--- src/sid_pkg.sv ---
`timescale 1ns / 1ps

package sid_pkg;

  localparam int DATA_WIDTH = 32;
  localparam int CNT_W      = $clog2(DATA_WIDTH);

  localparam logic [DATA_WIDTH-1:0] MOST_NEG = {1'b1, {(DATA_WIDTH-1){1'b0}}};
  localparam logic [DATA_WIDTH-1:0] MAX_POS  = {1'b0, {(DATA_WIDTH-1){1'b1}}};
  localparam logic [DATA_WIDTH-1:0] ALL_ONES = {DATA_WIDTH{1'b1}};
  localparam logic [DATA_WIDTH-1:0] ONE      = {{(DATA_WIDTH-1){1'b0}}, 1'b1};

  typedef struct packed {
    logic signed [DATA_WIDTH-1:0] numerator;
    logic signed [DATA_WIDTH-1:0] denominator;
  } in_word_t;

  typedef struct packed {
    logic signed [DATA_WIDTH-1:0] quotient;
    logic                         overflow_flag;
    logic                         zero_divisor_flag;
  } out_word_t;

  typedef struct packed {
    logic busy;
    logic done;
  } core_stat_t;

  function automatic logic [DATA_WIDTH-1:0] negate(input logic [DATA_WIDTH-1:0] v);
    negate = (~v) + ONE;
  endfunction

  function automatic logic [DATA_WIDTH-1:0] magnitude(input logic [DATA_WIDTH-1:0] v);
    magnitude = v[DATA_WIDTH-1] ? negate(v) : v;
  endfunction

endpackage

--- src/sid_core.sv ---
`timescale 1ns / 1ps

module sid_core
  import sid_pkg::*;
(
  input  logic                  clk,
  input  logic                  rst_n,
  input  logic                  start,
  input  logic [DATA_WIDTH-1:0] n_mag,
  input  logic [DATA_WIDTH-1:0] d_mag,
  output core_stat_t            stat,
  output logic [DATA_WIDTH-1:0] quot
);

  logic [DATA_WIDTH-1:0] rem_r, rem_nxt;
  logic [DATA_WIDTH-1:0] num_r, num_nxt;
  logic [DATA_WIDTH-1:0] den_r, den_nxt;
  logic [DATA_WIDTH-1:0] q_r, q_nxt;
  logic [CNT_W-1:0]      cnt_r, cnt_nxt;
  logic                  busy_r, busy_nxt;
  logic                  done_r, done_nxt;
  logic [DATA_WIDTH-1:0] shifted;
  logic                  ge;

  // one quotient bit per cycle, dividend shifted in from the top
  assign shifted = {rem_r[DATA_WIDTH-2:0], num_r[DATA_WIDTH-1]};
  assign ge      = (shifted >= den_r);

  always_comb begin
    rem_nxt  = rem_r;
    num_nxt  = num_r;
    den_nxt  = den_r;
    q_nxt    = q_r;
    cnt_nxt  = cnt_r;
    busy_nxt = busy_r;
    done_nxt = 1'b0;
    if (start) begin
      rem_nxt  = '0;
      num_nxt  = n_mag;
      den_nxt  = d_mag;
      q_nxt    = '0;
      cnt_nxt  = CNT_W'(DATA_WIDTH - 1);
      busy_nxt = 1'b1;
    end else if (busy_r) begin
      rem_nxt = ge ? (shifted - den_r) : shifted;
      num_nxt = {num_r[DATA_WIDTH-2:0], 1'b0};
      q_nxt   = {q_r[DATA_WIDTH-2:0], ge};
      if (cnt_r == '0) begin
        busy_nxt = 1'b0;
        done_nxt = 1'b1;
      end else begin
        cnt_nxt = cnt_r - 1'b1;
      end
    end
  end

  always_ff @(posedge clk) begin
    rem_r <= rem_nxt;
    num_r <= num_nxt;
    den_r <= den_nxt;
    q_r   <= q_nxt;
    cnt_r <= cnt_nxt;
    if (!rst_n) begin
      busy_r <= 1'b0;
      done_r <= 1'b0;
    end else begin
      busy_r <= busy_nxt;
      done_r <= done_nxt;
    end
  end

  assign stat.busy = busy_r;
  assign stat.done = done_r;
  assign quot      = q_r;

endmodule

--- src/signed_integer_divider.sv ---
`timescale 1ns / 1ps

// channel  ports                        word
// input    in_valid / in_ready          in_word  (numerator, denominator)
// output   out_valid / out_ready        out_word (quotient, overflow_flag, zero_divisor_flag)
//
// a normal word goes from accept through the shift-subtract core, one quotient bit per
// cycle, and then through the sign fix into the output register.
// zero divisor and most-negative by minus one skip the core and go straight to the sign fix.
// one word is in work at a time; a new word is taken while a result waits in out_word.
// a stalled output holds the finished result in the core until the output register frees.
// synchronous active-low reset clears the control state only.

module signed_integer_divider
  import sid_pkg::*;
(
  input  logic      clk,
  input  logic      rst_n,
  input  logic      in_valid,
  output logic      in_ready,
  input  in_word_t  in_word,
  output logic      out_valid,
  input  logic      out_ready,
  output out_word_t out_word
);

  localparam logic [1:0] ST_IDLE = 2'd0;
  localparam logic [1:0] ST_RUN  = 2'd1;
  localparam logic [1:0] ST_FIN  = 2'd2;

  logic [1:0]  state_r, state_nxt;
  logic        neg_r, neg_nxt;
  logic        ovf_r, ovf_nxt;
  logic        dz_r, dz_nxt;
  logic        out_valid_r, out_valid_nxt;
  out_word_t   out_word_r, out_word_nxt;

  logic                  accept;
  logic                  start;
  logic                  is_dz;
  logic                  is_ovf;
  logic [DATA_WIDTH-1:0] n_raw;
  logic [DATA_WIDTH-1:0] d_raw;
  logic [DATA_WIDTH-1:0] quot;
  logic                  slot_free;
  core_stat_t            stat;

  assign n_raw     = in_word.numerator;
  assign d_raw     = in_word.denominator;
  assign in_ready  = (state_r == ST_IDLE);
  assign accept    = in_valid && in_ready;
  assign is_dz     = (d_raw == '0);
  assign is_ovf    = (n_raw == MOST_NEG) && (d_raw == ALL_ONES);
  assign start     = accept && !is_dz && !is_ovf;
  assign slot_free = !out_valid_r || out_ready;

  sid_core u_core (
    .clk   (clk),
    .rst_n (rst_n),
    .start (start),
    .n_mag (magnitude(n_raw)),
    .d_mag (magnitude(d_raw)),
    .stat  (stat),
    .quot  (quot)
  );

  always_comb begin
    state_nxt     = state_r;
    neg_nxt       = neg_r;
    ovf_nxt       = ovf_r;
    dz_nxt        = dz_r;
    out_valid_nxt = out_valid_r && !out_ready;
    out_word_nxt  = out_word_r;
    case (state_r)
      ST_IDLE: begin
        if (accept) begin
          neg_nxt   = n_raw[DATA_WIDTH-1] ^ d_raw[DATA_WIDTH-1];
          ovf_nxt   = is_ovf;
          dz_nxt    = is_dz;
          state_nxt = start ? ST_RUN : ST_FIN;
        end
      end
      ST_RUN: begin
        if (stat.done) begin
          state_nxt = ST_FIN;
        end
      end
      ST_FIN: begin
        if (slot_free) begin
          out_valid_nxt                  = 1'b1;
          out_word_nxt.overflow_flag     = ovf_r;
          out_word_nxt.zero_divisor_flag = dz_r;
          if (dz_r) begin
            out_word_nxt.quotient = '0;
          end else if (ovf_r) begin
            out_word_nxt.quotient = MAX_POS;
          end else begin
            out_word_nxt.quotient = neg_r ? negate(quot) : quot;
          end
          state_nxt = ST_IDLE;
        end
      end
      default: begin
        state_nxt = ST_IDLE;
      end
    endcase
  end

  always_ff @(posedge clk) begin
    neg_r      <= neg_nxt;
    ovf_r      <= ovf_nxt;
    dz_r       <= dz_nxt;
    out_word_r <= out_word_nxt;
    if (!rst_n) begin
      state_r     <= ST_IDLE;
      out_valid_r <= 1'b0;
    end else begin
      state_r     <= state_nxt;
      out_valid_r <= out_valid_nxt;
    end
  end

  assign out_valid = out_valid_r;
  assign out_word  = out_word_r;

endmodule

--- config.mk ---
export PLATFORM = sky130hd
export DESIGN_NAME = signed_integer_divider
export DESIGN_NICKNAME = d
export VERILOG_FILES = /design/src/sid_pkg.sv /design/src/sid_core.sv /design/src/signed_integer_divider.sv
export SDC_FILE = /design/constraint.sdc
export NUM_CORES = 1
export LEC_CHECK = 0
export ABC_CLOCK_PERIOD_IN_PS = 4100
export BUFFER_PORTS_ARGS = -buffer_cell sky130_fd_sc_hd__buf_2
export CAP_MARGIN = 10
export CORE_MARGIN = 1.5
export CORE_UTILIZATION = 45
export DETAILED_ROUTE_END_ITERATION = 10
export GPL_ROUTABILITY_DRIVEN = 0
export HOLD_SLACK_MARGIN = 0.15
export SYNTH_ARGS = -nofsm -noshare
export SYNTH_HDL_FRONTEND = slang
export SYNTH_SLANG_ARGS = --single-unit
--- constraint.sdc ---
create_clock -name clk -period 4.1 [get_ports clk]
set_input_delay 0.41 -clock clk [delete_from_list [all_inputs] [get_ports clk]]
set_output_delay 0.41 -clock clk [all_outputs]
set_load 0.01 [all_outputs]
* Yosys cells after proc, flatten, opt, wreduce, memory -nomap -nowiden *
Cells that the tools add are included.

word-level totals
  logic and storage cells = 75
  output and inout bits = 36
  register bits after elaboration = 174
  input bits = 68

cells by class
  muxes and demuxes = 18
  $lt $le $gt $ge = 1
  eq/ne operators = 7
  reductions and logical operators = 20
  bitwise gates (word level) = 7
  add/subtract/negate cells = 5

operators with widths
  kind                   count
  $mux 32                4
  $add 32x1->32 const B  3
  $not 32->32            3
  $mux 31                3
  $eq 32x32->1 const B   2
  $ge 32x32->1           1
  $logic_not 32->1       1
  $sub 31x31->31         1
  $mux 2                 4
  $mux 1                 6
  $pmux 2 s3             1
  $reduce_and 2->1       3
  $logic_and 1x1->1      5
  $logic_not 5->1        1
  $sub 5x1->5 const B    1
  $logic_not 1->1        4
  $ne 2x1->1 const B     2
  $not 1->1              3
  $reduce_and 3->1       1
  $reduce_or 3->1        1
  $eq 2x1->1 const B     1
  $eq 2x2->1 const B     1
  $logic_not 2->1        1
  $ne 2x2->1 const B     1
  4 further kinds        4

* Logic depth before layout (Yosys ltp) *
Gate-level depths: netlist (run 1).

  word-level depth = 7
  mapped depth = 13

* By module *
A second synthesis (run 1) with hierarchy kept.

unflattened totals
  cell total of the unflattened synthesis = 1065
  area total of the unflattened synthesis = 10608.9 um^2

modules (own cells, without submodules)
  module                  area each (um^2)  times used  seq. area each (um^2)  cells each
  sid_core                7004.2            1           3323.2                 660
  signed_integer_divider  3604.7            1           1171.1                 405

* Least setup slack after synthesis (run 1) *
No wires, ideal clock.

  kind = input-to-reg
  start point = input in_word[0] (netlist bit)
  end point = register u_core.den_r[0], enable pin
  setup time = 0.409 ns
  arrival = 3.225 ns
  cell stages on the path = 11
  required time = 3.691 ns
  setup slack = 0.466 ns
  cells stage by stage = inv_1 > ha_1 > nor2b_1 > nand4b_1 > nand2b_1 > nor4_2 > or3_2 > buf_6 > inv_2 > clkbuf_1 > buf_1

between the ends
  cells in the longest elaborated chain, start to end = 4

RTL lines
  item                             RTL line                      RTL
  start: declaration               signed_integer_divider.sv:21  input in_word_t in_word,
  $logic_not 32->1                 signed_integer_divider.sv:52  assign is_dz = (d_raw == '0);
  via is_dz                        signed_integer_divider.sv:40  logic is_dz;
  $logic_not 1->1                  signed_integer_divider.sv:54  assign start = accept && !is_dz && !is_ovf;
  $logic_and 1x1->1 (2 in series)  signed_integer_divider.sv:54
  end signal: assignment           sid_core.sv:60                den_r <= den_nxt;
  end: declaration                 sid_core.sv:17                logic [DATA_WIDTH-1:0] den_r, den_nxt;

The timed path passes the listed nets, and every way through them passes these cells.
A chain may end at the register's enable or synchronous reset.

* Worst setup path after layout (run 1) *
  start point = register u_core.den_r[11]
  end point = register u_core.rem_r[10]

between the ends
  cells in the longest elaborated chain, start to end = 2

RTL lines
  item                    RTL line        RTL
  $ge 32x32->1            sid_core.sv:27  assign ge = (shifted >= den_r);
  $mux 31                 sid_core.sv:45  rem_nxt = ge ? (shifted - den_r) : shifted;
  end signal: assignment  sid_core.sv:58  rem_r <= rem_nxt;
  end: declaration        sid_core.sv:15  logic [DATA_WIDTH-1:0] rem_r, rem_nxt;

No other way between the ends.

==> impl_metrics.env, run 1 <==
export IMPL_outcome="finished clean"
export IMPL_synth_edf_count=101
export IMPL_holdCritPathClass="input port to flop"
export IMPL_hpwl_um=16600
export IMPL_syn_cell_area_mm2=0.0103
export IMPL_grt_max_degree=78
export IMPL_final_max_slew_violation_count=0
export IMPL_drt_iter0_markers=365
export IMPL_synth_ff_type="edfxtp_1"
export IMPL_avgSynthCellArea_um2=9.29
export IMPL_initial_utilization_pct=45.8
export IMPL_clock_fmax_ghz=0.310
export IMPL_cts_root_buf="clkbuf_16"
export IMPL_netlist_instances=1114
export IMPL_slew_headroom_pct=20.6
export IMPL_die_h_um=155
export IMPL_fp_row_count=55
export IMPL_comb_power_share_pct=27.2
export IMPL_grt_pass1_vias=7594
export IMPL_p_leak_uw=0.00475
export IMPL_core_area_mm2=0.0226
export IMPL_ir_worst_vdd_uv=231
export IMPL_p_seq_share_pct=40.9
export IMPL_syn_num_nets=1221
export IMPL_tightestPinTransition_ns=1.19
export IMPL_grt_usage_pct=19.5
export IMPL_swShare_pct=32.2
export IMPL_ys_async_sr_fraction_pct=0
export IMPL_hold_viol=0
export IMPL_setup_viol=0
export IMPL_cp_required_ns=4.38
export IMPL_cts_tree="done"
export IMPL_nets=1300
export IMPL_wl_um=22600
export IMPL_setup_tns_final_ns=0
export IMPL_vias_per_cell=5.46
export IMPL_wl_per_cell_um=15.1
export IMPL_grt_overflow=0
export IMPL_multi_input_area_mm2=0.00543
export IMPL_area_growth_pct=13.4
export IMPL_cts_hold_buf=0
export IMPL_cts_buffers=17
export IMPL_fp_dieW_um=155
export IMPL_dr_pass1_iters=7
export IMPL_grt_pass1_wl_um=37900
export IMPL_clkPwrFrac_pct=31.9
export IMPL_worst_setup_path_type="flop to flop"
export IMPL_internal_power_uw=3650
export IMPL_crit_arrival_ns=3.50
export IMPL_cts_buffer_depth=2
export IMPL_seq_area_frac_synth_pct=43.4
export IMPL_crit_fanout=15
export IMPL_yosys_warnings=0
export IMPL_drive_above_1_share_pct=14.3
export IMPL_drtAntennaViolNets=0
export IMPL_synth_cell_types=66
export IMPL_dieArea_mm2=0.0239
export IMPL_cts_resized=0
export IMPL_regArea_mm2=0.00450
export IMPL_ioPinCount=104
export IMPL_htreeDepth=4
export IMPL_crit_path_end_kind="flop"
export IMPL_skew_ns=0.0121
export IMPL_path_clk_slew_ns=0.07
export IMPL_fin_crit_ns=3.23
export IMPL_ys_ff_latch=174
export IMPL_cts_sinks=174
export IMPL_worstSkewPairLatency_ns=0.43
export IMPL_start_kind="flop"
export IMPL_rsz0062_at_grt="false"
export IMPL_p_per_area_mw_per_mm2=458
export IMPL_power_switching_uw=1730
export IMPL_fin_crit_sh_pct=78.8
export IMPL_portBuffers=103
export IMPL_drc=0
export IMPL_postLayoutCoreUtil_pct=52.0
export IMPL_postCtsSetupRepairBufs=0
export IMPL_vias=8134
export IMPL_final_common_cell="nand2_1"
export IMPL_max_cap_violations=0
export IMPL_nFillCells=2111
export IMPL_final_cell_mix="nand2_1 (112), buf_2 (103), edfxtp_1 (101)"
export IMPL_n_antenna_cell=0
export IMPL_antenna_found_initial=0
## cell families (layout without fill, tap and decap cells)
group / count (synthesis) / count (layout) / share of synthesized area, %
simple gates: 345 / 345 / 16.6
mux: 46 / 46 / 4.46
buf+inv: 110 / 202 / 4.16
fa+ha+maj: 39 / 39 / 4.79
xor+xnor: 116 / 116 / 9.82
compound gates: 284 / 284 / 16.7
flops: 174 / 174 / 43.4
## per-layer routing
layer	track usage [%]	wire [µm]	vias up
li1	-	-	4176
met1	28.6	11500	3759
met2	30.2	9850	184
met3	2.75	1010	15
met4	5.22	204	0
met5	0	0	-
## path summary, 6_finish.rpt
kind	cells after the start	from	endpoint	slack, ns
setup / recovery	11	u_core.den_r[11]$_DFFE_PN_	u_core.rem_r[10]$_SDFFE_PN0P_	0.87
hold / removal	2	rst_n	state_r[0]$_SDFFE_PN0P_	0.25
setup reg to reg	11	u_core.den_r[11]$_DFFE_PN_	u_core.rem_r[10]$_SDFFE_PN0P_	0.87
hold reg to reg	2	u_core.rem_r[6]$_SDFFE_PN0P_	u_core.rem_r[6]$_SDFFE_PN0P_	0.51
## per-stage QoR
| stage | total power, µW | setup slack [ns] | std cells | hold slack, ns | cell area (µm²) |
|---|---|---|---|---|---|
| 2_1_floorplan | 3320 | 0.466 | 1114 | 0.466 | 10300 |
| 3_3_place_gp | 3680 | 0.883 | 1459 | 0.491 | 11100 |
| 3_5_place_dp | 3700 | 0.854 | 1459 | 0.485 | 11100 |
| 4_1_cts | 5420 | 0.856 | 1491 | 0.235 | 11700 |
| 5_1_grt | 5710 | 0.541 | 1491 | 0.243 | 11700 |
| 6_report | 5380 | 0.871 | 1491 | 0.250 | 11700 |
## power by group through the flow
stage                     clock network [µW]  registers (µW)  logic (µW)
after global placement                     0            2230        1450
after global routing                    1830            2220        1660
after floorplan                            0            2180        1130
after detailed placement                   0            2240        1460
final                                   1720            2200        1460
after CTS                               1760            2200        1460
## cells in the mapped netlist (5+ instances only)
cell type	number	share of area, %
and3_1	6	0.36
o41ai_1	10	0.85
xnor2_1	52	4.4
or4_1	8	0.58
nand4_1	14	0.85
o211ai_1	7	0.51
a21oi_1	84	4.1
or2_2	5	0.30
buf_1	5	0.18
nand2b_1	9	0.54
nand2_1	112	4.1
xor2_1	64	5.4
dfxtp_1	73	14
ha_1	38	4.6
nor4_1	15	0.91
nor2_1	87	3.2
mux2i_1	45	4.4
inv_1	52	1.9
a31oi_1	11	0.67
o21ai_0	91	4.4
nor3b_1	8	0.58
a211oi_1	15	1.1
or3_1	11	0.67
o31ai_1	29	2.1
nor3_1	18	0.87
edfxtp_1	101	29
clkbuf_1	48	1.7
a21o_1	11	0.80
nor2b_1	9	0.54
nand3_1	18	0.87
## critical path, stage by stage (launching register included)
cell	delay, ns
edfxtp_1	0.32
inv_1	0.04
ha_1	0.41
a21oi_1	0.21
o21ai_0	0.14
a211oi_1	0.35
o21ai_0	0.26
a211oi_4	0.55
buf_4	0.32
a2111oi_0	0.10
a221oi_1	0.26
a21oi_1	0.11
## sequential cells by signal, summed over array words and instances (netlist names)
name           flops
ovf_r              1
out_valid          1
u_core.quot       32
u_core.done_r      1
u_core.den_r      32
u_core.cnt_r       5
u_core.num_r      32
u_core.busy_r      1
state_r            2
neg_r              1
dz_r               1
out_word          34
u_core.rem_r      31
## layout make-up
| cell class | instances | share of cell area [%] |
|---|---|---|
| Sequential cell | 174 | 38.3 |
| Clock inverter | 14 | 1.71 |
| Multi-Input combinational cell | 830 | 46.3 |
| Tap cell | 285 | 3.04 |
| Clock buffer | 18 | 3.66 |
| Inverter | 53 | 1.70 |
| Timing Repair Buffer | 117 | 5.29 |
(Power assumes the default switching activity.)
==> inputs of run 2 (changes only) <==
--- a/config.mk
+++ b/config.mk
@@ -5,7 +5,7 @@
 export SDC_FILE = /design/constraint.sdc
 export NUM_CORES = 1
 export LEC_CHECK = 0
-export ABC_CLOCK_PERIOD_IN_PS = 4100
+export ABC_CLOCK_PERIOD_IN_PS = 2600
 export BUFFER_PORTS_ARGS = -buffer_cell sky130_fd_sc_hd__buf_2
 export CAP_MARGIN = 10
 export CORE_MARGIN = 1.5
@@ -13,6 +13,7 @@
 export DETAILED_ROUTE_END_ITERATION = 10
 export GPL_ROUTABILITY_DRIVEN = 0
 export HOLD_SLACK_MARGIN = 0.15
+export PLACE_DENSITY = 0.66
 export SYNTH_ARGS = -nofsm -noshare
 export SYNTH_HDL_FRONTEND = slang
 export SYNTH_SLANG_ARGS = --single-unit
==> constraint.sdc (replaced) <==
create_clock -name clk -period 2.6 [get_ports clk]
set_input_delay 0.26 -clock clk [delete_from_list [all_inputs] [get_ports clk]]
set_output_delay 0.26 -clock clk [all_outputs]
set_load 0.01 [all_outputs]
==> run 2 against run 1 <==
  * Hold slack lost 0.079 ns
  * Largest power group unchanged
  * Highest routed layer unchanged
  * Clock power grew 49%
  * Combinational power is 120% higher
  * Critical path type unchanged
  * Die area did not move
  * Non-clock buffer count up 142
  * Setup slack got worse by 0.84 ns
==> impl_metrics.env, run 2 (same netlist as run 1, synthesis figures left out) <==
export IMPL_ir_worst_vdd_uv=433
export IMPL_multi_input_area_mm2=0.00589
export IMPL_drt_iter0_markers=438
export IMPL_clock_fmax_ghz=0.389
export IMPL_swShare_pct=32.3
export IMPL_regArea_mm2=0.00450
export IMPL_setup_viol=0
export IMPL_finalPower_uw=9180
export IMPL_cts_tree="done"
export IMPL_cp_required_ns=2.94
export IMPL_grt_pass1_wl_um=37900
export IMPL_ioPinCount=104
export IMPL_dr_pass1_iters=5
export IMPL_wl_um=24000
export IMPL_holdCritPathClass="input port to flop"
export IMPL_cts_buffers=17
export IMPL_crit_fanout=6
export IMPL_nets=1442
export IMPL_setup_tns_final_ns=0
export IMPL_wl_per_cell_um=14.7
export IMPL_area_growth_pct=28.5
export IMPL_cpMaxStageDelayCell="a211oi_4"
export IMPL_core_area_mm2=0.0226
export IMPL_fin_crit_sh_pct=99.0
export IMPL_cts_root_buf="clkbuf_16"
export IMPL_dieArea_mm2=0.0239
export IMPL_p_leak_uw=0.00549
export IMPL_grt_usage_pct=19.5
export IMPL_hpwl_um=17300
export IMPL_power_switching_uw=2960
export IMPL_grt_overflow=0
export IMPL_skew_ns=0.0120
export IMPL_fp_row_count=55
export IMPL_worstSkewPairLatency_ns=0.43
export IMPL_max_cap_violations=0
export IMPL_critPathLaunch="u_core.den_r[15]$_DFFE_PN_"
export IMPL_drtAntennaViolNets=0
export IMPL_n_antenna_cell=0
export IMPL_final_common_cell="buf_4"
export IMPL_use_met2_pct=32.5
export IMPL_largest_register_ffs=34
export IMPL_worst_setup_path_type="flop to flop"
export IMPL_start_kind="flop"
export IMPL_cpPeakStageDelay_ns=0.41
export IMPL_drive_above_1_share_pct=28.3
export IMPL_vias_per_cell=5.39
export IMPL_place_inst=1588
export IMPL_crit_path_end_kind="flop"
export IMPL_die_h_um=155
export IMPL_path_cells="inv_1 > ha_4 > a21o_1 > a211oi_2 > o21ai_2 > a211oi_4 > buf_4 > and2_1 > buf_4 > a31oi_1 > o21ai_0"
export IMPL_internal_power_uw=6220
export IMPL_crit_arrival_ns=2.91
export IMPL_final_max_slew_violation_count=0
export IMPL_r2r_start="u_core.den_r[15]$_DFFE_PN_"
export IMPL_tightestPinTransition_ns=0.900
export IMPL_grt_pass1_vias=8022
export IMPL_cts_buffer_depth=2
export IMPL_portBuffers=103
export IMPL_met3_usage_pct=3.22
export IMPL_path_common_cell="buf_4"
export IMPL_drc=0
export IMPL_fin_crit_ns=2.57
export IMPL_comb_power_share_pct=34.6
export IMPL_grt_max_degree=42
export IMPL_hold_viol=0
export IMPL_p_per_area_mw_per_mm2=690
export IMPL_hp_start="in_word[29]"
export IMPL_outcome="finished clean"
export IMPL_rsz0062_at_grt="true"
export IMPL_path_clk_slew_ns=0.07
export IMPL_slew_headroom_pct=39.4
export IMPL_vias=8795
export IMPL_antenna_found_initial=0
export IMPL_instances_no_fill=1633
export IMPL_cts_sinks=174
export IMPL_initial_utilization_pct=45.8
export IMPL_grt_use_met1_pct=25.8
export IMPL_nFillCells=1962
export IMPL_busiest_layer="met2"
export IMPL_htreeDepth=4
export IMPL_clkPwrFrac_pct=27.9
export IMPL_p_seq_share_pct=37.5
export IMPL_final_cell_mix="buf_4 (144), nand2_1 (109), buf_2 (103)"
export IMPL_fp_dieW_um=155
[run 2: cell types whose count changed in the layout (fill, tap and decap cells not counted), sizes merged]
cell | previous run | this run
dlygate4sd3 | 0 | 2
clkbuf | 18 | 21
bufinv | 3 | 2
clkinv | 2 | 3
buf | 117 | 256
clkinvlp | 3 | 1
[run 2: worst max-delay path: cells and delay by family, from the launching register on]
family / cells / cell delay (ns)
adder cells (fa/ha/maj): 1 / 0.24
flip-flops: 1 / 0.38
AND/OR/NAND/NOR: 1 / 0.16
AO/OA/AOI/OAI: 6 / 1.15
buffers and inverters: 3 / 0.55
[run 2: timing repair]
item,4_1_cts,5_1_grt
gates resized for setup,21,83
pin swaps,4,33
setup endpoints to repair,36,42
hold endpoints to repair,5,0
cloned,0,1
buffers inserted,1,9
hold buffers,2,0
[run 2: worst paths after layout]
path | to | slack [ns] | cells past startpoint
worst max-delay path | u_core.rem_r[27]$_SDFFE_PN0P_ | 0.03 | 11
worst min-delay path | u_core.den_r[29]$_DFFE_PN_ | 0.17 | 2
worst min register to register | u_core.cnt_r[4]$_SDFFE_PN1P_ | 0.50 | 2
worst max register to register | u_core.rem_r[27]$_SDFFE_PN0P_ | 0.03 | 11
[run 2: power by group through the flow]
stage | Clock, µW | Combinational [µW] | Sequential [µW]
final | 2560 | 3180 | 3440
after global routing | 2720 | 3490 | 3470
after CTS | 2600 | 2840 | 3420
after detailed placement | 0 | 2760 | 3480
after global placement | 0 | 2730 | 3470
after floorplan | 0 | 1810 | 3440
[run 2: area by class of cell]
type / instances / area share [%]
multi-input combinational: 830 / 44.3
sequential: 174 / 33.8
timing repair buffer: 259 / 13.3
clock buffer: 20 / 3.28
tap: 285 / 2.68
inverter: 53 / 1.50
clock inverter: 12 / 1.11
[run 2: per-layer routing]
metal,wire length [µm],share of wire (%)
met1,11300,47
met2,11400,48
met3,900,3.8
met4,398,1.7
met5,0,0
[run 2: metrics by stage]
stage                     setup WS (ns)  util, %  hold WS (ns)  area, µm²
after floorplan                 -0.0190        -         0.359      10400
after global placement           -0.184     53.7         0.483      12100
after detailed placement         -0.203     53.7         0.490      12100
after CTS                       0.00227     56.9         0.153      12800
after global routing            -0.0930     58.9         0.166      13300
final                            0.0263     58.9         0.171      13300
==> inputs of run 3 (changes only) <==
--- a/config.mk
+++ b/config.mk
@@ -9,11 +9,10 @@
 export BUFFER_PORTS_ARGS = -buffer_cell sky130_fd_sc_hd__buf_2
 export CAP_MARGIN = 10
 export CORE_MARGIN = 1.5
-export CORE_UTILIZATION = 45
+export CORE_UTILIZATION = 39
 export DETAILED_ROUTE_END_ITERATION = 10
 export GPL_ROUTABILITY_DRIVEN = 0
 export HOLD_SLACK_MARGIN = 0.15
-export PLACE_DENSITY = 0.66
 export SYNTH_ARGS = -nofsm -noshare
 export SYNTH_HDL_FRONTEND = slang
 export SYNTH_SLANG_ARGS = --single-unit
==> run 3 against run 2 <==
  * Critical path depth grew 1
  * Flip-flop and latch count is the same
  * Utilization shrank 7.0 points
  * Hold slack lost 0.0090 ns
  * Maximum frequency shrank 0.65%
  * Non-clock buffer count grew 14
  * First-iteration DRC count grew 16%
  * Power shrank 0.69%
  * Critical endpoint is now u_core.rem_r[26]$_SDFFE_PN0P_
  * Largest power group unchanged
==> impl_metrics.env, run 3 (same netlist as run 1, synthesis figures left out) <==
export IMPL_outcome="finished clean"
export IMPL_highest_layer="met4"
export IMPL_cts_sinks=174
export IMPL_p_per_area_mw_per_mm2=674
export IMPL_portBuffers=103
export IMPL_fin_crit_ns=2.59
export IMPL_wl_per_cell_um=14.4
export IMPL_core_area_mm2=0.0261
export IMPL_p_leak_uw=0.00559
export IMPL_ioPinCount=104
export IMPL_crit_fanout=6
export IMPL_grt_pass1_wl_um=40100
export IMPL_layout_setup_ws_ns=0.00938
export IMPL_largest_register_ffs=34
export IMPL_grt_max_degree=64
export IMPL_final_max_slew_violation_count=0
export IMPL_clock_fmax_ghz=0.386
export IMPL_dr_wl_met3_um=773
export IMPL_wl_um=24400
export IMPL_vias_per_cell=5.18
export IMPL_dpl_cell_area_mm2=0.0124
export IMPL_cts_buffers=17
export IMPL_max_cap_violations=0
export IMPL_antenna_found_initial=0
export IMPL_drtAntennaViolNets=0
export IMPL_tightestPinTransition_ns=0.853
export IMPL_hold_viol=0
export IMPL_skew_ns=0.0156
export IMPL_cpPeakStageDelay_ns=0.50
export IMPL_dieArea_mm2=0.0275
export IMPL_path_common_cell="buf_4"
export IMPL_htreeDepth=4
export IMPL_path_clk_slew_ns=0.07
export IMPL_initial_utilization_pct=39.7
export IMPL_fin_crit_sh_pct=99.6
export IMPL_grt_pass1_vias=8313
export IMPL_slew_headroom_pct=42.6
export IMPL_start_kind="flop"
export IMPL_path_cells="inv_2 > ha_4 > a21oi_4 > nor2_1 > a211oi_2 > buf_4 > o21ai_2 > a211oi_4 > buf_4 > mux2i_1 > a211oi_1 > and3_1"
export IMPL_drt_iter0_markers=508
export IMPL_dr_pass1_iters=5
export IMPL_drive_above_1_share_pct=28.9
export IMPL_nets=1456
export IMPL_final_cell_mix="buf_4 (155), nand2_1 (109), buf_2 (102)"
export IMPL_n_antenna_cell=0
export IMPL_area_growth_pct=30.8
export IMPL_setup_viol=0
export IMPL_grt_overflow=0
export IMPL_final_common_cell="buf_4"
export IMPL_drc=0
export IMPL_wl_met1_um=11700
export IMPL_vias=8790
export IMPL_grt_usage_pct=17.5
export IMPL_cts_root_buf="clkbuf_16"
export IMPL_rsz0062_at_grt="true"
export IMPL_hpwl_um=17900
export IMPL_wl_met2_um=11500
export IMPL_ir_worst_vdd_uv=445
export IMPL_holdCritPathClass="input port to flop"
export IMPL_cts_tree="done"
export IMPL_fp_dieW_um=166
export IMPL_cpMaxStageDelayCell="a211oi_4"
export IMPL_cp_required_ns=2.92
export IMPL_worstSkewPairLatency_ns=0.44
export IMPL_crit_arrival_ns=2.91
export IMPL_crit_path_end_kind="flop"
export IMPL_finalInstanceArea_mm2=0.0135
export IMPL_fp_row_count=59
export IMPL_worst_setup_path_type="flop to flop"
export IMPL_cts_buffer_depth=2
export IMPL_die_h_um=166
export IMPL_place_ws_ns=-0.265
-- run 3: area by class of cell --
type                    count  area, µm²
repair buffers            273       1930
clock inverters            12        109
clock buffers              20        447
inverters                  53        204
well taps                 335        419
fillers                  2363      12500
multi-input cells         830       5920
flip-flops and latches    174       4500
-- run 3: critical path, delay by kind of cell (launching register included) --
| kind | cells | cell delay [ns] |
|---|---|---|
| AO/OA/AOI/OAI | 5 | 0.98 |
| adder cells (fa/ha/maj) | 1 | 0.22 |
| buffers and inverters | 3 | 0.47 |
| flip-flops | 1 | 0.39 |
| multiplexers | 1 | 0.21 |
| AND/OR/NAND/NOR | 2 | 0.22 |
-- run 3: stage by stage --
stage	hold slack, ns	instances	utilization (%)	total power [µW]	TNS [ns]
after floorplan	0.359	1114	-	5240	-0.495
after global placement	0.485	1656	47.4	6310	-20.11
after detailed placement	0.490	1656	47.4	6350	-24.60
after CTS	0.152	1695	50.4	8940	0
after global routing	0.170	1697	51.9	9660	-1.30
final	0.162	1697	51.9	9120	0
-- run 3: routing by layer --
metal	up-vias	track usage, %
li1	4487	-
met1	4107	23.5
met2	169	29.2
met3	27	2.19
met4	0	5.76
met5	-	0
-- run 3: where the power goes --
group / total (µW) / switching [µW] / internal [µW] / leakage, µW
Clock: 2460 / 1110 / 1350 / 0.000273
Combinational: 3220 / 1670 / 1550 / 0.00375
Sequential: 3440 / 175 / 3260 / 0.00157
-- run 3: final timing paths --
| kind | slack (ns) | from | cells past startpoint | to |
|---|---|---|---|---|
| min reg2reg | 0.50 | u_core.cnt_r[4]$_SDFFE_PN1P_ | 2 | u_core.cnt_r[4]$_SDFFE_PN1P_ |
| max reg2reg | 0.009 | u_core.den_r[13]$_DFFE_PN_ | 12 | u_core.rem_r[26]$_SDFFE_PN0P_ |
| min | 0.16 | out_ready | 3 | out_valid$_SDFF_PN0_ |
| max | 0.009 | u_core.den_r[13]$_DFFE_PN_ | 12 | u_core.rem_r[26]$_SDFFE_PN0P_ |
-- run 3: what timing repair did --
action | 4_1_cts | 5_1_grt
hold endpoints to repair | 9 | 0
endpoints found under the setup margin | 38 | 124
hold buffers | 5 | 0
gates cloned | 0 | 1
setup buffers | 2 | 2
gates resized for setup | 31 | 80
pin swaps | 9 | 19
